**src/sv/linear_probe_hash_table_top_assert.svh**
```systemverilog
// assertion macros shared by the hash table modules
// no dependencies; pulled in by the files that check their own logic
`ifndef LINEAR_PROBE_HASH_TABLE_TOP_ASSERT_SVH
`define LINEAR_PROBE_HASH_TABLE_TOP_ASSERT_SVH

// same-cycle implication, off during reset
`define LPHT_ASSERT_IMPL(lbl, clk, rst_n, ante, cons, msg) \
    lbl: assert property (@(posedge clk) disable iff (!rst_n) (ante) |-> (cons)) \
        else $error(msg);

// next-cycle implication, off during reset
`define LPHT_ASSERT_NEXT(lbl, clk, rst_n, ante, cons, msg) \
    lbl: assert property (@(posedge clk) disable iff (!rst_n) (ante) |=> (cons)) \
        else $error(msg);

`endif

```
**src/sv/lpht_pkg.sv**
```systemverilog
// shared types, codes and constants of the linear probe hash table
// no dependencies; imported by every module of the block
package lpht_pkg;

    // default sizes
    localparam int CAPACITY_DEF   = 256;
    localparam int KEY_BYTES_DEF  = 8;
    localparam int VALUE_BITS_DEF = 32;
    localparam int FIFO_DEPTH     = 2;

    // fnv-1a 32-bit constants
    localparam logic [31:0] FNV_BASIS = 32'h811C_9DC5;
    localparam logic [31:0] FNV_PRIME = 32'h0100_0193;

    typedef enum logic {
        MODE_INSERT = 1'b0,
        MODE_LOOKUP = 1'b1
    } t_mode;

    typedef enum logic [2:0] {
        ST_INSERTED = 3'd0,
        ST_PRESENT  = 3'd1,
        ST_FULL     = 3'd2,
        ST_FOUND    = 3'd3,
        ST_MISSING  = 3'd4
    } t_status;

    typedef struct packed {
        t_status     status;
        logic [31:0] found_value;
        logic [7:0]  slot_index;
    } t_result;

    typedef enum logic [1:0] {
        F_IDLE,
        F_HASH,
        F_PUSH
    } t_front_state;

    typedef enum logic [1:0] {
        S_CLEAR,
        S_IDLE,
        S_CHECK,
        S_DONE
    } t_back_state;

    // width of one classified job: mode, key, length, value, home slot
    function automatic int job_width(input int capacity, input int key_bytes,
                                     input int value_bits);
        return 1 + 8 * key_bytes + 4 + value_bits + $clog2(capacity);
    endfunction

endpackage

```
**src/sv/lpht_front.sv**
```systemverilog
// front end: takes input beats, trims the key and hashes it byte by byte
// depends on lpht_pkg; feeds the job queue
module lpht_front #(
    parameter int CAPACITY   = lpht_pkg::CAPACITY_DEF,
    parameter int KEY_BYTES  = lpht_pkg::KEY_BYTES_DEF,
    parameter int VALUE_BITS = lpht_pkg::VALUE_BITS_DEF
) (
    input  logic        i_clk,
    input  logic        i_rst_n,
    input  logic        i_hold,
    input  logic        i_push,
    output logic        o_full,
    input  logic        i_mode,
    input  logic [63:0] i_key_bytes_packed,
    input  logic [3:0]  i_key_length,
    input  logic [31:0] i_insert_value,
    output logic        o_job_push,
    output logic [lpht_pkg::job_width(CAPACITY, KEY_BYTES, VALUE_BITS)-1:0] o_job,
    input  logic        i_job_full
);
    import lpht_pkg::*;

    localparam int KEY_BITS = 8 * KEY_BYTES;
    localparam int IDX_W    = $clog2(CAPACITY);
    localparam logic [IDX_W-1:0] CAP_MASK = IDX_W'(CAPACITY - 1);

    typedef struct packed {
        logic                  mode;
        logic [KEY_BITS-1:0]   key;
        logic [3:0]            len;
        logic [VALUE_BITS-1:0] value;
        logic [IDX_W-1:0]      home;
    } t_job;

    t_front_state        r_state, n_state;
    t_job                r_job, n_job;
    t_job                job_out;
    logic [31:0]         r_hash, n_hash;
    logic [KEY_BITS-1:0] r_shift, n_shift;
    logic [3:0]          r_left, n_left;
    logic [3:0]          len_c;
    logic [KEY_BITS-1:0] key_m;

    assign o_job = job_out;

    // clamp length and clear bytes beyond it
    always_comb begin
        len_c = (i_key_length > 4'(KEY_BYTES)) ? 4'(KEY_BYTES) : i_key_length;
        for (int b = 0; b < KEY_BYTES; b++) begin
            key_m[b*8 +: 8] = (4'(b) < len_c) ? i_key_bytes_packed[b*8 +: 8] : 8'h00;
        end
    end

    // next state, one hash byte per cycle
    always_comb begin
        n_state    = r_state;
        n_job      = r_job;
        n_hash     = r_hash;
        n_shift    = r_shift;
        n_left     = r_left;
        o_full     = (r_state != F_IDLE) || i_hold;
        o_job_push = 1'b0;
        job_out    = r_job;
        unique case (r_state)
            F_IDLE: begin
                if (i_push && !o_full) begin
                    n_job.mode  = i_mode;
                    n_job.key   = key_m;
                    n_job.len   = len_c;
                    n_job.value = VALUE_BITS'(i_insert_value);
                    n_job.home  = '0;
                    n_hash      = FNV_BASIS;
                    n_shift     = key_m;
                    n_left      = len_c;
                    n_state     = (len_c == 4'd0) ? F_PUSH : F_HASH;
                end
            end
            F_HASH: begin
                n_hash  = 32'((r_hash ^ {24'h0, r_shift[7:0]}) * FNV_PRIME);
                n_shift = r_shift >> 8;
                n_left  = r_left - 1'b1;
                if (r_left == 4'd1) begin
                    n_state = F_PUSH;
                end
            end
            F_PUSH: begin
                // masked hash is already below capacity, so no fold is needed
                job_out.home = r_hash[IDX_W-1:0] & CAP_MASK;
                o_job_push   = !i_job_full;
                if (!i_job_full) begin
                    n_state = F_IDLE;
                end
            end
            default: begin
                n_state = F_IDLE;
            end
        endcase
    end

    always_ff @(posedge i_clk) begin
        if (!i_rst_n) begin
            r_state <= F_IDLE;
        end else begin
            r_state <= n_state;
        end
    end

    // payload registers
    always_ff @(posedge i_clk) begin
        r_job   <= n_job;
        r_hash  <= n_hash;
        r_shift <= n_shift;
        r_left  <= n_left;
    end

endmodule

```
**config.mk**
```make
export PLATFORM = sky130hd
export DESIGN_NAME = lpht_front
export DESIGN_NICKNAME = d
export VERILOG_FILES = /design/src/sv/linear_probe_hash_table_top_assert.svh /design/src/sv/lpht_pkg.sv /design/src/sv/lpht_front.sv
export SDC_FILE = /design/constraint.sdc
export NUM_CORES = 1
export LEC_CHECK = 0
export BUFFER_PORTS_ARGS = -buffer_cell sky130_fd_sc_hd__buf_4
export CORE_ASPECT_RATIO = 1.2
export CORE_UTILIZATION = 35
export CTS_BUF_LIST = sky130_fd_sc_hd__clkbuf_2 sky130_fd_sc_hd__clkbuf_4 sky130_fd_sc_hd__clkbuf_8
export CTS_CLUSTER_SIZE = 14
export DETAILED_ROUTE_END_ITERATION = 6
export SLEW_MARGIN = 20
export SYNTH_ARGS = -nofsm -noshare
export SYNTH_HDL_FRONTEND = slang
export SYNTH_SLANG_ARGS = --single-unit
export TNS_END_PERCENT = 50
```
**constraint.sdc**
```tcl
create_clock -name i_clk -period 5.7 [get_ports i_clk]
set_clock_uncertainty 0.05 [all_clocks]
set_input_delay 0.57 -clock i_clk [delete_from_list [all_inputs] [get_ports i_clk]]
set_output_delay 0.57 -clock i_clk [all_outputs]
set_load 0.005 [all_outputs]
```
## Word level (Yosys, flattened, before mapping)

Index checks and enable logic that the tools add are counted.

| operators by class | value |
|---|---|
| bitwise operators | 1 |
| equal/unequal tests | 6 |
| reduce and logical (&&, ||, !) cells | 11 |
| multiply operators | 1 |
| $lt $le $gt $ge | 9 |
| add/subtract/negate cells | 1 |
| multiplexer cells | 22 |

Operators by type and width:

| cell | count |
|---|---|
| $pmux 64 s2 | 1 |
| $mux 8 | 9 |
| $mux 64 | 1 |
| $pmux 32 s2 | 1 |
| $mul 32x25->32 const B | 1 |
| $mux 32 | 1 |
| $xor 32x8->32 | 1 |
| $lt 3x4->1 const A | 4 |
| $lt 1x4->1 const A | 2 |
| $lt 2x4->1 const A | 2 |
| $mux 2 | 4 |
| $mux 4 | 2 |
| $pmux 4 s2 | 1 |
| $ne 2x2->1 const B | 3 |
| $pmux 2 s3 | 1 |
| $eq 4x1->1 const B | 1 |
| $gt 4x4->1 const B | 1 |
| $logic_not 4->1 | 1 |
| $reduce_and 2->1 | 2 |
| $reduce_bool 2->1 | 2 |
| $sub 4x1->4 const B | 1 |
| $reduce_and 3->1 | 1 |
| $eq 2x1->1 const B | 1 |
| $eq 2x2->1 const B | 1 |
| 5 further kinds | 6 |

| word-level totals | value |
|---|---|
| bits in registers | 203 |
| word-level logic and storage cells | 59 |
| input bits | 106 |
| output and inout bits | 111 |

## Depth between registers and ports, before layout

Gate-level depths: netlist (run 1).

| depth | value |
|---|---|
| depth in word-level cells | 6 |
| mapped depth | 10 |
| depth with buffers taken out | 10 |

## Least setup slack after synthesis (run 1)

Ideal clock, no wire load.

| path | value |
|---|---|
| path kind | input-to-reg |
| start point | in i_hold |
| end point | reg r_state[1] |
| slack | 2290 ps |
| data required time | 5575 ps |
| setup time | 75 ps |
| cell stages on the path | 5 |
| arrival time | 3285 ps |
| path through | nor3_1 nand2_1 inv_1 a222oi_1 nor2b_1 |

| between the ends | value |
|---|---|
| longest elaborated chain between the ends | 5 |

Ends and longest elaborated chain:

| element | RTL line | text |
|---|---|---|
| from (decl) | lpht_front.sv:10 | `input logic i_hold,` |
| $logic_or 1x1->1 | lpht_front.sv:61 | `o_full = (r_state != F_IDLE) \|\| i_hold;` |
| $logic_not 1->1 | lpht_front.sv:66 | `if (i_push && !o_full) begin` |
| $logic_and 1x1->1 | lpht_front.sv:66 |  |
| $ne 2x2->1 (no line) | - |  |
| $reduce_and 3->1 (no line) | - |  |
| to (signal assigned) | lpht_front.sv:104 | `r_state <= n_state;` |
| to (decl) | lpht_front.sv:35 | `t_front_state r_state, n_state;` |

Every way passes these cells.
A chain may end at the register's enable or synchronous reset.

## Final worst setup path (run 1)

| path | value |
|---|---|
| start point | reg r_shift[1] |
| end point | reg r_hash[7], data pin |

| between the ends | value |
|---|---|
| longest elaborated chain between the ends | 3 |

Ends and longest elaborated chain:

| element | RTL line | text |
|---|---|---|
| from (decl) | lpht_front.sv:39 | `logic [KEY_BITS-1:0] r_shift, n_shift;` |
| from (signal assigned) | lpht_front.sv:112 | `r_shift <= n_shift;` |
| $xor 32x8->32 | lpht_front.sv:79 | `n_hash = 32'((r_hash ^ {24'h0, r_shift[7:0]}) * FNV_PRIME);` |
| $mul 32x25->32 | lpht_front.sv:79 |  |
| $pmux 32 s2 | lpht_front.sv:64 | `unique case (r_state)` |
| to (signal assigned) | lpht_front.sv:111 | `r_hash <= n_hash;` |
| to (decl) | lpht_front.sv:38 | `logic [31:0] r_hash, n_hash;` |

Every way passes these cells.

==> results of run 1 <==
sequential cells by signal (all words and copies together), names as in the netlist:
signal   count
r_shift     64
r_left       4
o_job      101
r_hash       8
r_state      2
power by group through the flow:
stage	combinational [uW]	sequential (uW)	clock [uW]
6_report	566	1600	924
2_1_floorplan	358	1640	0
4_1_cts	576	1610	956
5_1_grt	629	1610	1010
3_3_place_gp	544	1630	0
3_5_place_dp	573	1640	0
worst paths after layout:
path                                    startpoint    endpoint  slack (ps)  depth (start not counted)
worst max-delay path                    r_shift[1]   r_hash[7]        2510                         10
worst min-delay path            i_insert_value[16]   o_job[24]         240                          1
worst max register to register          r_shift[1]   r_hash[7]        2510                         10
worst min register to register         r_shift[17]  r_shift[9]         500                          1
cells in the mapped netlist (2+ instances only):
cell type    n  area share, %
inv_1        6           0.30
nor3_1       3           0.20
xor2_1       6           0.71
and2_1      68            5.8
and2_4       8           0.95
dfxtp_1      2           0.54
a21oi_1      2           0.14
xnor2_1      7           0.83
xnor3_1      4            1.2
nand2_1      9           0.46
mux2_4       8            1.6
ha_1        22            3.7
nor2_1       2           0.10
edfxtp_1   177             72
o21ai_0      5           0.34
nor2b_1     15            1.3
mux2_2      48            7.3
a21o_1       3           0.30
clkbuf_1     5           0.25
nand2b_1     3           0.25
buf_2        6           0.41
through the flow:
step | hold slack, ps | power (uW) | std cells | util (%) | instance area (um2)
finish | 241.7 | 3094 | 923 | 47.66 | 9754
global route | 183.3 | 3251 | 923 | 47.66 | 9754
CTS | 197.5 | 3138 | 923 | 47.61 | 9746
detailed placement | 484.0 | 2210 | 891 | 45.60 | 9334
global placement | 477.6 | 2177 | 891 | 45.60 | 9334
floorplan | 474.7 | 1995 | 419 | - | 7397
cells by family after synthesis:
kind of cell | share of synthesized area [%]
compound gates | 1.336
xor+xnor | 2.977
fa+ha+maj | 3.992
buf+inv | 0.9642
flops | 72.40
mux | 8.931
simple gates | 9.405
area by class of cell:
class                   instances  area [um2]  area share (%)
well taps                     265       331.6           3.399
repair buffers                218        1637           16.78
inverters                       6       25.02          0.2565
multi-input cells             223        1994           20.45
clock inverters                15       177.7           1.821
flip-flops and latches        179        5355           54.90
clock buffers                  17       234.0           2.399
critical path, stage by stage (launching register included):
cell      delay [ps]
edfxtp_1         400
xor2_1           300
ha_1             220
ha_1             230
ha_1             290
ha_1             270
ha_1             300
ha_1             330
a21oi_1          170
xnor3_1          420
nand2_1           70
per-layer routing:
layer / GRT usage [%] / part of all wire [%]
met1: 17.14 / 39
met2: 26.24 / 51
met3: 6.560 / 9.0
met4: 4.443 / 0.94
met5: 0 / 0
==> impl_metrics.tcl, run 1 <==
set metrics [dict create \
    worstMarginPinSlew_ps 1013 \
    overflow 0 \
    setup_viol_count_final 0 \
    clk_pin_slew_ps 100 \
    nets 774 \
    ctsResizeCount 0 \
    p_leak_uw 0.003927 \
    cts_buffers 17 \
    wl_per_cell_um 17.45 \
    core_area_um2 20470 \
    synth_fp_nets 548 \
    peakVddDrop_mv 0.1458 \
    grt_use_total_pct 15.29 \
    synthCells 419 \
    finalSetupTns_ps 0 \
    dp_slack_ps 2547 \
    n_antenna_cell 0 \
    grt_max_degree 77 \
    routed_wl_um 16110 \
    synth-edff-count 177 \
    ios 217 \
    ant_nets 0 \
    yosys_most_used_dff "edfxtp_1" \
    clock_path_buffers 2 \
    cts_tree "yes" \
    crit_fanout 3 \
    pwr-share-seq_pct 51.9 \
    post-cts-setup-buffers 0 \
    yosysWarnings 0 \
    ys_seq_elements 179 \
    dr.pass1.iters 4 \
    grt_pass1_vias 4633 \
    vias 4238 \
    fin_crit_sh_pct 55.92 \
    endpoint_kind "register" \
    cts_max_level 4 \
    hold_viol_final 0 \
    rsz0062_at_grt "no" \
    status "complete, no violations" \
    cts_hold_buf 0 \
    internal-power_uw 2322 \
    crit_arrival_ps 3450 \
    vias_per_cell 4.592 \
    ys_seq_area_share_pct 72.40 \
    gp_congestion 0.8103 \
    drv_cap 0 \
    fp.dieArea_um2 21720 \
    clockRootBuffer "clkbuf_8" \
    min_path_type "primary input to register" \
    crit_type "register to register" \
    final_cell_mix "218 x buf_4, 177 x edfxtp_1, 68 x and2_1, 48 x mux2_2, 22 x ha_1" \
    clock_sinks 179 \
    antenna_found_initial 0 \
    switching_power_uw 771.9 \
    drive_above_1_share_pct 48.63 \
    power_density_nw_per_um2 317.2 \
    clk_latency_ps 450 \
    switching_share_pct 24.95 \
    slew-limit-headroom_pct 32.50 \
    layout_setup_ws_ps 2513 \
    nFillCells 1805 \
    max_freq_ghz 0.3137 \
    synth_async_sr_flop_share_pct 0 \
    area_delta_synth_final_pct 31.87 \
    dieHeight_um 161.3 \
    die_w_um 134.7 \
    final_period_minus_worst_setup_slack_ps 3187 \
    dp_hpwl_um 11160 \
    grt_pass1_wl_um 24890 \
    start_util_pct 36.14 \
    worstPathRequired_ps 5960 \
    drv_slew 0 \
    drc 0 \
    layout_commonest_cell "buf_4" \
    power_frac_comb_pct 18.3 \
    synth_area_um2 7397 \
    num_rows 57 \
    port_buffers 216 \
    drt-initial-drc-count 248 \
    synthDistinctLibCells 31 \
    pwr-share-clk_pct 29.9 \
    avgSynthCellArea_um2 17.65 \
    start_kind "register" \
]
Power figures use the tool's default switching activity.
==> run 2, diff against run 1 <==
--- a/config.mk
+++ b/config.mk
@@ -5,6 +5,7 @@
 export SDC_FILE = /design/constraint.sdc
 export NUM_CORES = 1
 export LEC_CHECK = 0
+export ABC_AREA = 1
 export BUFFER_PORTS_ARGS = -buffer_cell sky130_fd_sc_hd__buf_4
 export CORE_ASPECT_RATIO = 1.2
 export CORE_UTILIZATION = 35
==> constraint.sdc (replaced) <==
create_clock -name i_clk -period 2.6 [get_ports i_clk]
set_clock_uncertainty 0.05 [all_clocks]
set_input_delay 0.26 -clock i_clk [delete_from_list [all_inputs] [get_ports i_clk]]
set_output_delay 0.26 -clock i_clk [all_outputs]
set_load 0.005 [all_outputs]
==> run 2 against run 1 <==
The flow now finishes with violations (setup timing). Final cell count increased by 33%. Maximum frequency increased by 6.8%. Via count increased by 28%. Area after synthesis increased by 2.5%. Design area increased by 9.3%. Highest routed layer unchanged.
==> impl_metrics.tcl, run 2 <==
set metrics [dict create \
    synth_compound_area_share_pct 2.443 \
    cts_tree "yes" \
    status "finished, violations left" \
    yosysWarnings 0 \
    antenna_found_initial 0 \
    layout_setup_ws_ps -384.0 \
    synth_xor_area_share_pct 0.8090 \
    ios 217 \
    crit_fanout 3 \
    wl_per_cell_um 14.38 \
    clk_latency_ps 450 \
    final_cell_mix "237 x buf_4, 202 x nand2_1, 177 x edfxtp_1, 97 x inv_1, 57 x nor2_1" \
    p_leak_uw 0.004856 \
    ant_nets 0 \
    start_util_pct 35.89 \
    final_period_minus_worst_setup_slack_ps 2984 \
    overflow 0 \
    violations "setup timing" \
    min_path_type "primary input to register" \
    crit_type "register to register" \
    vias_per_cell 4.416 \
    rsz0062_at_grt "yes" \
    worstMarginPinSlew_ps 563.1 \
    synthMuxAreaShare_pct 0 \
    crit_arrival_ps 3130 \
    power_density_nw_per_um2 672.1 \
    largest_reg_flops 101 \
    hold_viol_final 0 \
    power_uw 7167 \
    port_buffers 216 \
    start_kind "register" \
    nFillCells 1894 \
    grt_pass1_wl_um 27500 \
    fp.dieArea_um2 22250 \
    drt-initial-drc-count 205 \
    multi_input_area_um2 1892 \
    yosysTopAreaCell "edfxtp_1" \
    dr.pass1.iters 4 \
    gp_congestion 0.7465 \
    dp_hpwl_um 12030 \
    synth_top_area_share_pct 70.13 \
    regArea_um2 5355 \
    drive_above_1_share_pct 33.30 \
    synthAdderAreaFrac_pct 3.896 \
    die_w_um 136.3 \
    num_rows 58 \
    drc 0 \
    synth_top_family_by_area "simple AND/OR/NAND/NOR gates" \
    clockRootBuffer "clkbuf_8" \
    fin_crit_sh_pct 114.8 \
    netlist_top_cells_count "207 x nand2_1, 177 x edfxtp_1, 98 x inv_1" \
    clock_sinks 179 \
    n_antenna_cell 0 \
    peakVddDrop_mv 0.3384 \
    yosysMostFrequentCell "nand2_1" \
    final_util_pct 50.50 \
    avgSynthCellArea_um2 11.50 \
    drv_cap 0 \
    synth_area_um2 7579 \
    routed_wl_um 17620 \
    clk_pin_slew_ps 90 \
    worstPathRequired_ps 2740 \
    yosys_most_used_dff "edfxtp_1" \
    clock_path_buffers 2 \
    cts_buffers 17 \
    synthCells 659 \
    synth-edff-count 177 \
    core_area_um2 21120 \
    layout_commonest_cell "buf_4" \
    ys_top_cells_by_area "edfxtp_1 70%, nand2_1 10%, inv_1 4.9%, ha_1 3.6%, nor2_1 3.0%" \
    cts_max_level 4 \
    grt_max_degree 77 \
    hold_ws_ps 39.63 \
    synthSimpleGateAreaFrac_pct 15.95 \
    grt_pass1_vias 5617 \
    dieHeight_um 163.2 \
    drv_slew 0 \
    max_freq_ghz 0.3351 \
    slew-limit-headroom_pct 62.46 \
    grt_use_total_pct 16.60 \
    ys_seq_elements 179 \
    nets 1071 \
    setup_viol_count_final 2 \
    area_delta_synth_final_pct 40.71 \
    synth_fp_nets 788 \
    synthDistinctLibCells 30 \
    vias 5409 \
    synth_async_sr_flop_share_pct 0 \
    endpoint_kind "register" \
    ys_seq_area_share_pct 70.66 \
]
[run 2: cell count changes after synthesis, sizes merged, moves of 4 or more]
| cell | delta |
|---|---|
| nand2 | +202 |
| inv | +99 |
| and2 | -76 |
| nor2 | +70 |
| mux2 | -56 |
| o21ai | +17 |
| nor2b | -15 |
| nand3 | +8 |
| xnor2 | -6 |
| xnor3 | -4 |
[run 2: critical path, stage by stage (launching register included)]
cell	delay (ps)
edfxtp_1	430
xor2_2	200
ha_2	210
ha_4	240
ha_4	240
ha_4	260
ha_4	190
ha_4	270
nand2_2	50
nor2_2	150
nor2_4	60
nand3_2	70
nand2_1	50
nand2_1	70
nand2_1	50
nand2_1	60
nand3_1	60
[run 2: worst paths after layout]
path | start | end | slack (ps) | depth (start not counted)
worst max register to register | r_shift[1] | r_hash[7] | -380 | 16
worst min register to register | r_shift[45] | r_shift[37] | 470 | 2
worst max-delay path | r_shift[1] | r_hash[7] | -380 | 16
worst min-delay path | i_key_bytes_packed[6] | o_job[50] | 40 | 3
[run 2: cells by family (layout without fill, tap and decap cells)]
family,after synthesis,after routing
compound gates,33,33
xor+xnor,7,7
fa+ha+maj,23,23
buf+inv,123,419
flops,179,179
simple gates,294,294
[run 2: routing by layer]
metal | vias to the layer above | wire length [um] | global-route usage, %
li1 | 2693 | - | -
met1 | 2519 | 6510 | 16.88
met2 | 169 | 9264 | 30.18
met3 | 28 | 1431 | 6.114
met4 | 0 | 409 | 6.869
met5 | - | 0 | 0
[run 2: cell type report]
cell class	count	area share (%)
flip-flops and latches	179	50.22
repair buffers	280	21.00
multi-input cells	357	17.74
inverters	107	3.778
well taps	270	3.168
clock buffers	17	2.194
clock inverters	15	1.901
[run 2: through the flow]
step | area, um2 | setup slack [ps] | instances | TNS [ps]
final | 10660 | -384.0 | 1225 | -511.7
after global placement | 9692 | -585.6 | 1151 | -864.4
after CTS | 10610 | -329.4 | 1223 | -525.3
after floorplan | 7600 | -494.3 | 659 | -622.2
after detailed placement | 9692 | -682.9 | 1151 | -1010
after global routing | 10660 | -528.6 | 1225 | -875.0
[run 2: timing repair]
| item | in CTS | in global routing |
|---|---|---|
| hold buffers | 40 | 0 |
| gates resized for setup | 10 | 9 |
| hold endpoints to repair | 40 | 0 |
| endpoints found under the setup margin | 2 | 3 |
| pin swaps | 8 | 13 |
| setup buffers | 0 | 2 |
[run 2: where the power goes]
group	internal [uW]	switching (uW)	total [uW]
Clock	1060	1050	2110
Sequential	3460	70.7	3540
Combinational	741	777	1520
Total	5270	1900	7170
