**src/sv/linear_probe_hash_table_top_assert.svh**
```systemverilog
// assertion macros shared by the hash table modules
// no dependencies; pulled in by the files that check their own logic
`ifndef LINEAR_PROBE_HASH_TABLE_TOP_ASSERT_SVH
`define LINEAR_PROBE_HASH_TABLE_TOP_ASSERT_SVH

// same-cycle implication, off during reset
`define LPHT_ASSERT_IMPL(lbl, clk, rst_n, ante, cons, msg) \
    lbl: assert property (@(posedge clk) disable iff (!rst_n) (ante) |-> (cons)) \
        else $error(msg);

// next-cycle implication, off during reset
`define LPHT_ASSERT_NEXT(lbl, clk, rst_n, ante, cons, msg) \
    lbl: assert property (@(posedge clk) disable iff (!rst_n) (ante) |=> (cons)) \
        else $error(msg);

`endif

```
**src/sv/lpht_pkg.sv**
```systemverilog
// shared types, codes and constants of the linear probe hash table
// no dependencies; imported by every module of the block
package lpht_pkg;

    // default sizes
    localparam int CAPACITY_DEF   = 256;
    localparam int KEY_BYTES_DEF  = 8;
    localparam int VALUE_BITS_DEF = 32;
    localparam int FIFO_DEPTH     = 2;

    // fnv-1a 32-bit constants
    localparam logic [31:0] FNV_BASIS = 32'h811C_9DC5;
    localparam logic [31:0] FNV_PRIME = 32'h0100_0193;

    typedef enum logic {
        MODE_INSERT = 1'b0,
        MODE_LOOKUP = 1'b1
    } t_mode;

    typedef enum logic [2:0] {
        ST_INSERTED = 3'd0,
        ST_PRESENT  = 3'd1,
        ST_FULL     = 3'd2,
        ST_FOUND    = 3'd3,
        ST_MISSING  = 3'd4
    } t_status;

    typedef struct packed {
        t_status     status;
        logic [31:0] found_value;
        logic [7:0]  slot_index;
    } t_result;

    typedef enum logic [1:0] {
        F_IDLE,
        F_HASH,
        F_PUSH
    } t_front_state;

    typedef enum logic [1:0] {
        S_CLEAR,
        S_IDLE,
        S_CHECK,
        S_DONE
    } t_back_state;

    // width of one classified job: mode, key, length, value, home slot
    function automatic int job_width(input int capacity, input int key_bytes,
                                     input int value_bits);
        return 1 + 8 * key_bytes + 4 + value_bits + $clog2(capacity);
    endfunction

endpackage

```
**src/sv/lpht_fifo.sv**
```systemverilog
// small first-in first-out queue with push/full and pop/empty handshakes
// depends on lpht_pkg and the assertion macro header
module lpht_fifo #(
    parameter int WIDTH = 8,
    parameter int DEPTH = lpht_pkg::FIFO_DEPTH
) (
    input  logic             i_clk,
    input  logic             i_rst_n,
    input  logic             i_push,
    input  logic [WIDTH-1:0] i_data,
    output logic             o_full,
    input  logic             i_pop,
    output logic [WIDTH-1:0] o_data,
    output logic             o_empty
);
    import lpht_pkg::*;

    localparam int PTR_W = (DEPTH > 1) ? $clog2(DEPTH) : 1;
    localparam int CNT_W = $clog2(DEPTH + 1);
    localparam logic [PTR_W-1:0] PTR_LAST = PTR_W'(DEPTH - 1);

    logic [WIDTH-1:0] r_mem [DEPTH];
    logic [PTR_W-1:0] r_wr_ptr, n_wr_ptr;
    logic [PTR_W-1:0] r_rd_ptr, n_rd_ptr;
    logic [CNT_W-1:0] r_count, n_count;
    logic             do_push, do_pop;

    // handshake status
    assign o_full  = (r_count == CNT_W'(DEPTH));
    assign o_empty = (r_count == '0);
    assign do_push = i_push && !o_full;
    assign do_pop  = i_pop && !o_empty;
    assign o_data  = r_mem[r_rd_ptr];

    // pointer and count update
    always_comb begin
        n_wr_ptr = r_wr_ptr;
        n_rd_ptr = r_rd_ptr;
        n_count  = r_count;
        if (do_push) begin
            n_wr_ptr = (r_wr_ptr == PTR_LAST) ? '0 : r_wr_ptr + 1'b1;
        end
        if (do_pop) begin
            n_rd_ptr = (r_rd_ptr == PTR_LAST) ? '0 : r_rd_ptr + 1'b1;
        end
        if (do_push && !do_pop) begin
            n_count = r_count + 1'b1;
        end else if (do_pop && !do_push) begin
            n_count = r_count - 1'b1;
        end
    end

    always_ff @(posedge i_clk) begin
        if (!i_rst_n) begin
            r_wr_ptr <= '0;
            r_rd_ptr <= '0;
            r_count  <= '0;
        end else begin
            r_wr_ptr <= n_wr_ptr;
            r_rd_ptr <= n_rd_ptr;
            r_count  <= n_count;
        end
    end

    // storage, no reset needed
    always_ff @(posedge i_clk) begin
        if (do_push) begin
            r_mem[r_wr_ptr] <= i_data;
        end
    end

`include "linear_probe_hash_table_top_assert.svh"

    `LPHT_ASSERT_IMPL(a_cnt_bound, i_clk, i_rst_n, 1'b1, r_count <= CNT_W'(DEPTH), "fifo overfilled")
    `LPHT_ASSERT_NEXT(a_cnt_up, i_clk, i_rst_n, do_push && !do_pop, r_count == $past(r_count) + 1'b1, "fifo count lost a push")
    `LPHT_ASSERT_IMPL(a_empty_ptrs, i_clk, i_rst_n, o_empty, r_wr_ptr == r_rd_ptr, "fifo pointers apart while empty")

endmodule

```
**config.mk**
```make
export PLATFORM = sky130hd
export DESIGN_NAME = lpht_fifo
export DESIGN_NICKNAME = d
export VERILOG_FILES = /design/src/sv/lpht_pkg.sv /design/src/sv/lpht_fifo.sv
export VERILOG_INCLUDE_DIRS = /design/src /design/src/sv
export SDC_FILE = /design/constraint.sdc
export NUM_CORES = 1
export LEC_CHECK = 0
export BUFFER_PORTS_ARGS = -buffer_cell sky130_fd_sc_hd__buf_2
export CAP_MARGIN = 25
export CORE_MARGIN = 5
export CORE_UTILIZATION = 44
export CTS_CLUSTER_SIZE = 8
export DETAILED_ROUTE_END_ITERATION = 8
export PLACE_DENSITY = 0.76
export SYNTH_ARGS = -nofsm -noshare
export SYNTH_HDL_FRONTEND = slang
export SYNTH_SLANG_ARGS = --single-unit
```
**constraint.sdc**
```tcl
create_clock -name i_clk -period 1.6 [get_ports i_clk]
set_clock_uncertainty 0.05 [all_clocks]
set_input_delay 0.08 -clock i_clk [delete_from_list [all_inputs] [get_ports i_clk]]
set_output_delay 0.08 -clock i_clk [all_outputs]
set_load 0.01 [all_outputs]
```
# [After elaboration in Yosys (flattened, before gate mapping)]
# Memory sizes are Yosys's and may differ from the RTL's. A register that Yosys moved wholly into a read port is not among the register bits.
# Cells that the tools add are included.
# W data, S select, Z words.
[word_totals] regBits=4 mem_bits_rw=16 input_bits=12 out_inout_bits=10 wordCells=27 mem_count=1
[op_classes] add_sub_neg=4 eq_ne=1 muxes=8 reduce_logical=10
[mem_list] name="r_mem" depth=2 word_bits=8 read_ports=1 rd_clocked_by_memory_dff=1 wr=1 line_no="lpht_fifo.sv:22" text="logic [WIDTH-1:0] r_mem [DEPTH];"
[ops] op="$mux W1" n=6
[ops] op="$logic_and A1 B1 Y1" n=4
[ops] op="$logic_not A1 Y1" n=4
[ops] op="$mux W2" n=2
[ops] op="$add A1 B1 Y1 const B" n=2
[ops] op="$add A2 B1 Y2 const B" n=1
[ops] op="$eq A2 B2 Y1 const B" n=1
[ops] op="$logic_not A2 Y1" n=1
[ops] op="$reduce_bool A2 Y1" n=1
[ops] op="$sub A2 B1 Y2 const B" n=1

# [Depth between registers and ports, before layout]
# Gate-level depths: netlist (run 1).
[logic_depth] ltp_word=7 ltp_mapped=7 depth_no_buf=7

# [Least setup slack after synthesis (run 1)]
# No wires, ideal clock.
[synth_timing] path_type="flip-flop to flip-flop" from="register r_count[0]" to="register r_count[1]" setup_time_ps=70 t_arrival_ps=1401 t_required_ps=1480 setup_slack_ps=79 path_stages_with_launch=7 path_buffers=0 synth_period_minus_slack_ps=1521 path_cell_list="dfxtp_1 nand2b_1 inv_2 nor2_1 ha_1 or3_1 a21boi_1"
[synth_via] elab_chain_cells=6 word_cells_on_any_way=15 classes_between="2 x add/sub; 1 x eq/ne; 2 x mux; 10 x reduce/logical"
[synth_lines] element="start: declaration" line_no="lpht_fifo.sv:25" text="logic [CNT_W-1:0] r_count, n_count;"
[synth_lines] element="start signal: assignment" line_no="lpht_fifo.sv:61" text="r_count <= n_count;"
[synth_lines] element="$eq A2 B2 Y1 (*)" line_no="lpht_fifo.sv:29" text="assign o_full = (r_count == CNT_W'(DEPTH));"
[synth_lines] element="named net o_full" line_no="lpht_fifo.sv:11" text="output logic o_full,"
[synth_lines] element="$logic_not A1 Y1 (*)" line_no="lpht_fifo.sv:31" text="assign do_push = i_push && !o_full;"
[synth_lines] element="$logic_and A1 B1 Y1 (*)" line_no="lpht_fifo.sv:31"
[synth_lines] element="$logic_not A1 Y1" line_no="lpht_fifo.sv:48" text="end else if (do_pop && !do_push) begin"
[synth_lines] element="$logic_and A1 B1 Y1" line_no="lpht_fifo.sv:48"
[synth_lines] element="$reduce_bool A2 Y1 (no line)"
# The timed path passes the listed nets; every way through them passes the cells marked *. The select of a mux whose other input is x is not followed.
# A chain may end at the register's enable or synchronous reset.

# [Worst setup path in the final report (run 1)]
[layout_timing] from="register r_count[1]" to="register r_count[1]"
[layout_via] elab_chain_cells=6 word_cells_on_any_way=15 classes_between="2 x add/sub; 1 x eq/ne; 2 x mux; 10 x reduce/logical"
[layout_lines] element="$eq A2 B2 Y1 or $logic_not A2 Y1 (tied branches)" line_no="lpht_fifo.sv:29, lpht_fifo.sv:30"
[layout_lines] element="$logic_not A1 Y1, on equally long branches" line_no="lpht_fifo.sv:31, lpht_fifo.sv:32"
[layout_lines] element="$logic_and A1 B1 Y1, on equally long branches" line_no="lpht_fifo.sv:31, lpht_fifo.sv:32"
[layout_lines] element="$logic_not A1 Y1, on equally long branches" line_no="lpht_fifo.sv:48, lpht_fifo.sv:46"
[layout_lines] element="$logic_and A1 B1 Y1, on equally long branches" line_no="lpht_fifo.sv:48, lpht_fifo.sv:46"
[layout_lines] element="$reduce_bool A2 Y1 (no line) or $mux W2 (tied branches)"
# Several ways; a longest one is shown, not always the timed one. The select of a mux whose other input is x is not followed.

==> flow_metrics.tcl, run 1 <==
set metrics [dict create \
    status "finished clean" \
    syn_to_final_growth_pct 36.8 \
    slowest_delay_ns 0.36 \
    ff2ff_setup_slack_ns 0.09 \
    dieArea_um2 2800 \
    wl_per_cell_um 12.3 \
    ys_ff_latch 21 \
    routed-wl-met3_um 95 \
    syn_nets 63 \
    power.leakage_nw 0.433 \
    startpoint_type "register" \
    globalRouteOverflowTotal 0 \
    synth_area_leaders "edfxtp_1, dfxtp_1, mux2_2" \
    cp-end-kind "register" \
    cts.sinks 21 \
    num_rows 15 \
    worst-path-stages 4 \
    cp-endpoint "r_count[1]$_SDFFE_PN0P_" \
    diodes 0 \
    max_freq_ghz 0.661 \
    grt_pass1_wl_mm 2.19 \
    crit_chain "o21ai_1, ha_4, or3_1, a21boi_1" \
    grt_max_degree 12 \
    cp_max_fo 5 \
    dpl.hpwl_um 920 \
    root_buffer "clkbuf_4" \
    core_area_um2 1750 \
    postLayoutCoreUtil_pct 63.4 \
    postRouteAntennaNets 0 \
    cts_tree "done" \
    worstPathRequired_ns 1.78 \
    via_per_inst 4.46 \
    crit_start "r_count[1]$_SDFFE_PN0P_" \
    wl_met2_um 662 \
    nets 99 \
    drive_above_1_share_pct 48.2 \
    top_layer "met4" \
    yosysUniqueCellTypes 20 \
    die_w_um 52.9 \
    finalWirelength_mm 1.35 \
    rr_endpoint "r_count[1]$_SDFFE_PN0P_" \
    portBuffers 21 \
    slew_headroom_pct 75.4 \
    slew_violations 0 \
    worst_slew_pin_slew_ns 0.369 \
    power_density_nw_per_um2 1410 \
    critPathTopFamily "compound AO/OA/AOI/OAI gates" \
    place_congestion 0.657 \
    synth_top_area_share_pct 59.4 \
    ff2ff_path_depth 4 \
    grt_usage_pct 11.1 \
    ys_seq_area_share_pct 71.7 \
    die_y_um 52.9 \
    setup_slack_ns 0.0883 \
    start_util_pct 46.4 \
    critPathArrivalTime_ns 1.69 \
    pin_count 22 \
    dp_slack_ns -0.0158 \
    clk_latency_ns 0.29 \
    finalSetupViolations 0 \
    drt-pass1-iter-count 2 \
    cts_max_level 1 \
    vias 491 \
    fin_tns_setup_ns 0 \
    drc 0 \
    numCtsBuffers 3 \
    holdPathStages 3 \
    yosysWarnings 0 \
    rr_startpoint "r_count[1]$_SDFFE_PN0P_" \
    path_class "reg2reg" \
    syn_area_per_cell_um2 16.2 \
    crit_slowest_cell "dfxtp_2" \
    antenna_found_initial 0 \
    rsz0062_at_grt "false" \
    wl_met1_um 577 \
    irDropWorstVdd_mv 0.779 \
    hold_viol 0 \
    grt_pass1_vias 545 \
    clock_path_buffers 2 \
    path_buf_inv 0 \
    synth_top_area_cell "edfxtp_1" \
    drt_iter0_drc 1 \
    maxCapViolations 0 \
    synthCells 50 \
    synthesis.area_um2 810 \
    period_minus_slack_ns 1.51 \
    clk_pin_slew_worst_paths_ns 0.11 \
    hold_path_class "in2reg" \
    min_period_over_period_pct 94.5 \
]
[synthesized netlist by cell type]
cell / number
edfxtp_1: 16
mux2_2: 8
dfxtp_1: 5
and2_1: 3
nor2_1: 2
xnor2_1: 2
a21boi_0: 1
a21boi_1: 1
and3_1: 1
buf_2: 1
ha_1: 1
inv_1: 1
inv_2: 1
nand2b_1: 1
nor3_2: 1
o21a_1: 1
o21ai_0: 1
o21ai_1: 1
or3_1: 1
xor2_1: 1
[worst min-delay path: stages]
cell and delay (ns):
buf_2 0.09, a21boi_0 0.07, o21a_1 0.16
[per-stage QoR]
stage | std cells | total power, W | hold WS, ns | area (µm²)
after CTS | 109 | 0.00151 | 0.0886 | 1070
after global placement | 96 | 0.00123 | 0.218 | 948
after floorplan | 50 | 0.00109 | 0.129 | 810
after global routing | 110 | 0.00170 | 0.0913 | 1110
final | 110 | 0.00157 | 0.0932 | 1110
after detailed placement | 96 | 0.00125 | 0.225 | 948
[area by class of cell]
type	count	area, µm²
fill	145	638
clock buffer	4	26.3
inverter	2	10.0
sequential	21	586
tap	25	31.3
multi-input combinational	26	244
timing repair buffer	32	210
[metal layers]
metal,up-vias,global-route usage (%)
met5,-,0
met4,0,5.11
met3,2,3.10
met2,18,19.0
met1,221,12.8
li1,250,-
[state kept, by name (all words and copies together), names as in the netlist, named ones only]
register	count
r_rd_ptr	1
r_wr_ptr	1
r_mem	16
r_count	2
[cells in the final DEF, fill, tap and decap left out, drive strengths merged, types with 2 or more instances in the layout]
cell / n
dlygate4sd3: 9
and2: 3
o21ai: 2
inv: 2
xnor2: 2
a21boi: 2
buf: 23
clkbuf: 4
nor2: 2
mux2: 8
dfxtp: 5
edfxtp: 16
[worst min path at each step]
stage / from / endpoint / slack, ns
floorplan: i_data[0] / r_mem[0][0]$_DFFE_PP_ / 0.13
global placement: i_data[0] / r_mem[0][0]$_DFFE_PP_ / 0.22
detailed placement: i_data[0] / r_mem[1][0]$_DFFE_PP_ / 0.22
CTS: i_push / r_wr_ptr$_SDFFE_PN0N_ / 0.09
global route: i_push / r_wr_ptr$_SDFFE_PN0N_ / 0.09
finish: i_push / r_wr_ptr$_SDFFE_PN0N_ / 0.09
[power breakdown]
group | internal (W) | total [W] | switching, W
sequential | 0.000704 | 0.000779 | 0.0000745
combinational | 0.000302 | 0.000544 | 0.000242
clock | 0.0000971 | 0.000244 | 0.000147
[cell families after synthesis]
family,count (synthesis),share of synthesized area [%]
XOR/XNOR,3,3.25
AND/OR/NAND/NOR,9,6.80
AO/OA/AOI/OAI,5,4.02
flip-flops,21,71.7
multiplexers,8,11.1
adder cells (fa/ha/maj),1,1.55
buffers and inverters,3,1.54
[timing repair]
| action | in CTS | in global routing |
|---|---|---|
| gates cloned | 0 | 0 |
| endpoints found under the setup margin | 1 | 1 |
| endpoints found under the hold margin | 20 | 0 |
| pin swaps | 0 | 3 |
| hold buffers | 9 | 0 |
| setup buffers | 0 | 1 |
| gates resized for setup | 1 | 7 |
(Power assumes the default switching activity.)
==> inputs of run 2 (changes only) <==
HOLD_SLACK_MARGIN = 0.12   (was default)
==> run 2 against run 1 <==
Against the previous run:
- clock power is essentially flat
- worst setup slack unchanged
- total power up 0.13%
- count of clock-buffer cells in the layout did not move
- wire length rose by 2.2%
- final area rose by 0.90%
- via count is 0.81% higher
- sequential power barely moved
- fmax stayed put
- global-route usage increased by 0.30 points
- critical endpoint unchanged
- largest power group unchanged
- highest routed layer unchanged
==> flow_metrics.tcl, run 2 (synthesis gave the netlist of run 1 again) <==
set metrics [dict create \
    slew_headroom_pct 75.4 \
    hold_path_class "in2reg" \
    nets 100 \
    holdPathStages 4 \
    crit_chain "o21ai_1, ha_4, or3_1, a21boi_1" \
    largestRegisters "r_mem x16, r_count x2" \
    dieArea_um2 2800 \
    grt_pass1_wl_mm 2.24 \
    crit_slowest_cell "dfxtp_2" \
    status "finished clean" \
    largest_reg_flops 16 \
    worstPathRequired_ns 1.78 \
    combPwrFrac_pct 34.8 \
    path_class "reg2reg" \
    clk_pin_slew_worst_paths_ns 0.10 \
    hold_start "i_pop" \
    path_buf_inv 0 \
    hold_viol 0 \
    p_sw_w 0.000464 \
    cts_tree "done" \
    drc 0 \
    clk_latency_ns 0.29 \
    slew_violations 0 \
    layout_common_cells "buf_2, edfxtp_1, dlygate4sd3_1, mux2_2" \
    die_w_um 52.9 \
    worst_slew_pin_slew_ns 0.369 \
    power.internal_w 0.00110 \
    final_common_cell "buf_2" \
    finalWirelength_mm 1.38 \
    cts_max_level 1 \
    min_period_over_period_pct 94.5 \
    p_sw_share_pct 29.6 \
    grt_max_degree 12 \
    via_per_inst 4.46 \
    ff2ff_setup_slack_ns 0.09 \
    grt_usage_pct 11.4 \
    portBuffers 21 \
    worst_hold_slack_ns 0.258 \
    root_buffer "clkbuf_4" \
    dpl.hpwl_um 920 \
    maxCapViolations 0 \
    power_w 0.00157 \
    start_util_pct 46.4 \
    syn_to_final_growth_pct 38.0 \
    die_y_um 52.9 \
    antenna_found_initial 0 \
    slowest_delay_ns 0.36 \
    critPathArrivalTime_ns 1.69 \
    startpoint_type "register" \
    pin_count 22 \
    globalRouteOverflowTotal 0 \
    largest-register "r_mem" \
    vias 495 \
    seqPwrFrac_pct 49.6 \
    rsz0062_at_grt "false" \
    power.leakage_nw 0.437 \
    max_freq_ghz 0.661 \
    clock_path_buffers 2 \
    grt_pass1_vias 552 \
    finalSetupViolations 0 \
    wl_per_cell_um 12.4 \
    postRouteAntennaNets 0 \
    num_rows 15 \
    place_congestion 0.657 \
    core_area_um2 1750 \
    irDropWorstVdd_mv 0.779 \
    cp_max_fo 5 \
    power_density_nw_per_um2 1400 \
    drive_above_1_share_pct 47.7 \
    cts.sinks 21 \
    ff2ff_path_depth 4 \
    diodes 0 \
    rr_endpoint "r_count[1]$_SDFFE_PN0P_" \
    cp-end-kind "register" \
    period_minus_slack_ns 1.51 \
    critPathTopFamily "compound AO/OA/AOI/OAI gates" \
    rr_startpoint "r_count[1]$_SDFFE_PN0P_" \
    clkPwrFrac_pct 15.5 \
    drt_iter0_drc 1 \
    numCtsBuffers 3 \
    drt-pass1-iter-count 2 \
]
-- run 2: cell types whose count changed in the layout (fill, tap and decap cells not counted), sizes merged --
cell,delta
dlygate4sd3,+1
-- run 2: per-stage QoR --
step | cell area (µm²) | TNS (ns) | cells | setup slack [ns] | utilization (%)
2_1_floorplan | 810 | 0 | 50 | 0.0790 | -
3_3_place_gp | 948 | 0 | 96 | 0.0757 | 54.3
3_5_place_dp | 948 | -0.0158 | 96 | -0.0158 | 54.3
4_1_cts | 1080 | 0 | 110 | 0.00287 | 61.6
5_1_grt | 1120 | 0 | 111 | 0.00546 | 64.0
6_report | 1120 | 0 | 111 | 0.0883 | 64.0
-- run 2: power by group through the flow --
stage	registers, W	clock network, W	logic, W
4_1_cts	0.000770	0.000250	0.000488
5_1_grt	0.000796	0.000292	0.000611
6_report	0.000779	0.000244	0.000546
2_1_floorplan	0.000744	0	0.000345
3_5_place_dp	0.000780	0	0.000467
3_3_place_gp	0.000775	0	0.000455
-- run 2: worst max-delay path by stage --
stage	end	cells past startpoint	start
2_1_floorplan	r_count[1]$_SDFFE_PN0P_	6	r_count[0]$_SDFFE_PN0P_
3_3_place_gp	r_count[1]$_SDFFE_PN0P_	6	r_count[0]$_SDFFE_PN0P_
3_5_place_dp	r_count[1]$_SDFFE_PN0P_	6	r_count[0]$_SDFFE_PN0P_
4_1_cts	r_count[1]$_SDFFE_PN0P_	6	r_count[0]$_SDFFE_PN0P_
5_1_grt	r_count[1]$_SDFFE_PN0P_	4	r_count[1]$_SDFFE_PN0P_
6_report	r_count[1]$_SDFFE_PN0P_	4	r_count[1]$_SDFFE_PN0P_
-- run 2: layout make-up --
class / count / area, µm²
fill: 144 / 628
inverter: 2 / 10.0
multi-input combinational: 26 / 244
timing repair buffer: 33 / 220
tap: 25 / 31.3
sequential: 21 / 586
clock buffer: 4 / 26.3
-- run 2: per-layer routing --
layer	global-route usage (%)	part of all wire, %	routed length [µm]
met1	13.3	42	584
met2	19.4	50	687
met3	3.10	6.6	91
met4	5.11	0.94	13
met5	0	0	0
-- run 2: worst reg2reg max path: cells and delay by family, from the launching register on --
kind	cells	cell delay [ns]
AOI/OAI and AO/OA	2	0.42
and+or+nand+nor	1	0.36
DFF	1	0.36
adders and majority gates	1	0.26
-- run 2: repair_timing --
action / in CTS / in global routing
setup endpoints to repair: 1 / 1
gates resized for setup: 1 / 7
hold buffers: 10 / 0
setup buffers: 0 / 1
hold endpoints to repair: 21 / 0
pin swaps: 0 / 3
==> inputs of run 3 (changes only) <==
ABC_AREA = 1   (was default)
CELL_PAD_IN_SITES_DETAIL_PLACEMENT = 1   (was default)
CELL_PAD_IN_SITES_GLOBAL_PLACEMENT = 1   (was default)
CORE_UTILIZATION = 35   (was 44)
==> run 3 against run 2 <==
Against the previous run:
- count of clock-buffer cells in the layout unchanged
- fmax increased by 0.94%
- first-iteration DRC count increased to 3.0 times the previous value
==> flow_metrics.tcl, run 3 <==
set metrics [dict create \
    grt_pass1_vias 596 \
    hold_viol 0 \
    diodes 0 \
    synthMuxAreaShare_pct 10.9 \
    yosysUniqueCellTypes 15 \
    core_area_um2 2230 \
    startpoint_type "register" \
    critPathArrivalTime_ns 1.37 \
    num_rows 17 \
    worst_hold_slack_ns 0.157 \
    portBuffers 21 \
    synth_top_cells_by_count "edfxtp_1, nor2_1, inv_1, mux2_2, nand2_1" \
    pin_count 22 \
    syn_nets 76 \
    clk_pin_slew_worst_paths_ns 0.10 \
    grt_pass1_wl_mm 2.53 \
    largest_reg_flops 16 \
    finalWirelength_mm 1.57 \
    synth_most_common_cell "edfxtp_1" \
    final_common_cell "buf_2" \
    synth_compound_area_share_pct 2.89 \
    synthesis.area_um2 823 \
    largestRegisters "r_mem x16, r_count x2" \
    status "finished clean" \
    cp_max_fo 8 \
    ys_seq_area_share_pct 70.5 \
    via_per_inst 4.45 \
    async_flop_share_pct 0 \
    root_buffer "clkbuf_4" \
    period_minus_slack_ns 1.50 \
    layout_common_cells "buf_2, edfxtp_1, nor2_1, dlygate4sd3_1" \
    drc 0 \
    synthXorXnorAreaFrac_pct 0 \
    synth_flop_cell "edfxtp_1" \
    vias 565 \
    slew_headroom_pct 75.7 \
    synth-simple-area-share_pct 9.42 \
    place_congestion 0.719 \
    synth_area_leaders "edfxtp_1, dfxtp_1, mux2_2" \
    rsz0062_at_grt "false" \
    hold_path_class "in2reg" \
    maxCapViolations 0 \
    synth_edf_count 16 \
    synth_top_area_cell "edfxtp_1" \
    start_util_pct 36.9 \
    nets 113 \
    yosysWarnings 0 \
    syn_to_final_growth_pct 35.1 \
    min_period_over_period_pct 93.6 \
    synthAdderAreaFrac_pct 1.52 \
    globalRouteOverflowTotal 0 \
    syn_area_per_cell_um2 13.1 \
    clk_latency_ns 0.29 \
    synth_top_family_by_area "multiplexers" \
    max_freq_ghz 0.668 \
    power_density_nw_per_um2 1350 \
    synthCells 63 \
    finalSetupViolations 0 \
    worst_slew_pin_slew_ns 0.364 \
    cp-end-kind "output pin" \
    clock_path_buffers 2 \
    drt-pass1-iter-count 2 \
    grt_max_degree 12 \
    cts_max_level 1 \
    dpl.hpwl_mm 1.17 \
    cts_setup_buffers 0 \
    grt_usage_pct 10.1 \
    ys_ff_latch 21 \
    largest-register "r_mem" \
    drive_above_1_share_pct 39.4 \
    dieArea_um2 3420 \
    postRouteAntennaNets 0 \
    cts.sinks 21 \
    synth_top_area_share_pct 58.4 \
    fin_tns_setup_ns 0 \
    cts_tree "done" \
    irDropWorstVdd_mv 0.622 \
    die_y_um 58.5 \
    antenna_found_initial 0 \
    die_w_um 58.5 \
    slew_violations 0 \
    drt_iter0_drc 3 \
    wl_per_cell_um 12.4 \
    power.leakage_nw 0.462 \
    path_class "reg2out" \
    worstPathRequired_ns 1.47 \
    numCtsBuffers 3 \
]
run 3: cell count changes in the layout (fill, tap and decap cells not counted), moves of 2 or more:
cell     delta
and2_1      -3
inv_1       +7
nand2_1     +6
nor2_1      +9
xnor2_1     -2
run 3: power breakdown:
part           switching, W  internal (W)
clock              0.000138     0.0000967
combinational      0.000264      0.000227
sequential        0.0000726      0.000705
total              0.000474       0.00103
run 3: logic make-up (layout without fill, tap and decap cells):
logic type                 count (synthesis)  after routing
AOI/OAI and AO/OA                          4              4
adders and majority gates                  1              1
buffers and inverters                     10             46
DFF                                       21             21
muxes                                      8              8
and+or+nand+nor                           19             19
run 3: area by class of cell:
cell class | instances | area, µm²
inverter | 9 | 33.8
clock buffer | 4 | 26.3
multi-input combinational | 32 | 211
fill | 252 | 1120
sequential | 21 | 586
tap | 28 | 35.0
timing repair buffer | 33 | 220
run 3: metal layers:
metal / wire length, µm / global-route usage (%)
met4: 0 / 3.97
met5: 0 / 0
met1: 686 / 11.6
met3: 118 / 2.85
met2: 765 / 17.4
run 3: metrics by stage:
stage	std cells	setup slack [ns]	utilization, %	instance area (µm²)	total power (W)
3_5_place_dp	113	0.0975	43.6	973	0.00125
6_report	127	0.102	49.8	1110	0.00150
3_3_place_gp	113	0.162	43.6	973	0.00122
2_1_floorplan	63	0.228	-	823	0.00107
4_1_cts	127	0.0681	49.2	1100	0.00151
5_1_grt	127	0.0130	49.8	1110	0.00162
run 3: path summary, 6_finish.rpt:
| kind | startpoint | end | slack (ns) | cells after the start |
|---|---|---|---|---|
| setup reg to reg | r_count[1]$_SDFFE_PN0P_ | r_count[1]$_SDFFE_PN0P_ | 0.17 | 9 |
| setup / recovery | register | o_data[0] | 0.10 | 2 |
| hold reg to reg | r_wr_ptr$_SDFFE_PN0N_ | r_wr_ptr$_SDFFE_PN0N_ | 0.48 | 2 |
| hold / removal | i_pop | register | 0.16 | 6 |
run 3: worst max-delay path: stages, from the launching register on:
cell     delay (ns)
dfxtp_1        0.55
mux2_2         0.39
buf_2          0.14
run 3: what timing repair did:
item	in CTS	in global routing
setup endpoints to repair	0	2
gates resized for setup	0	4
hold endpoints to repair	21	0
hold buffers	10	0
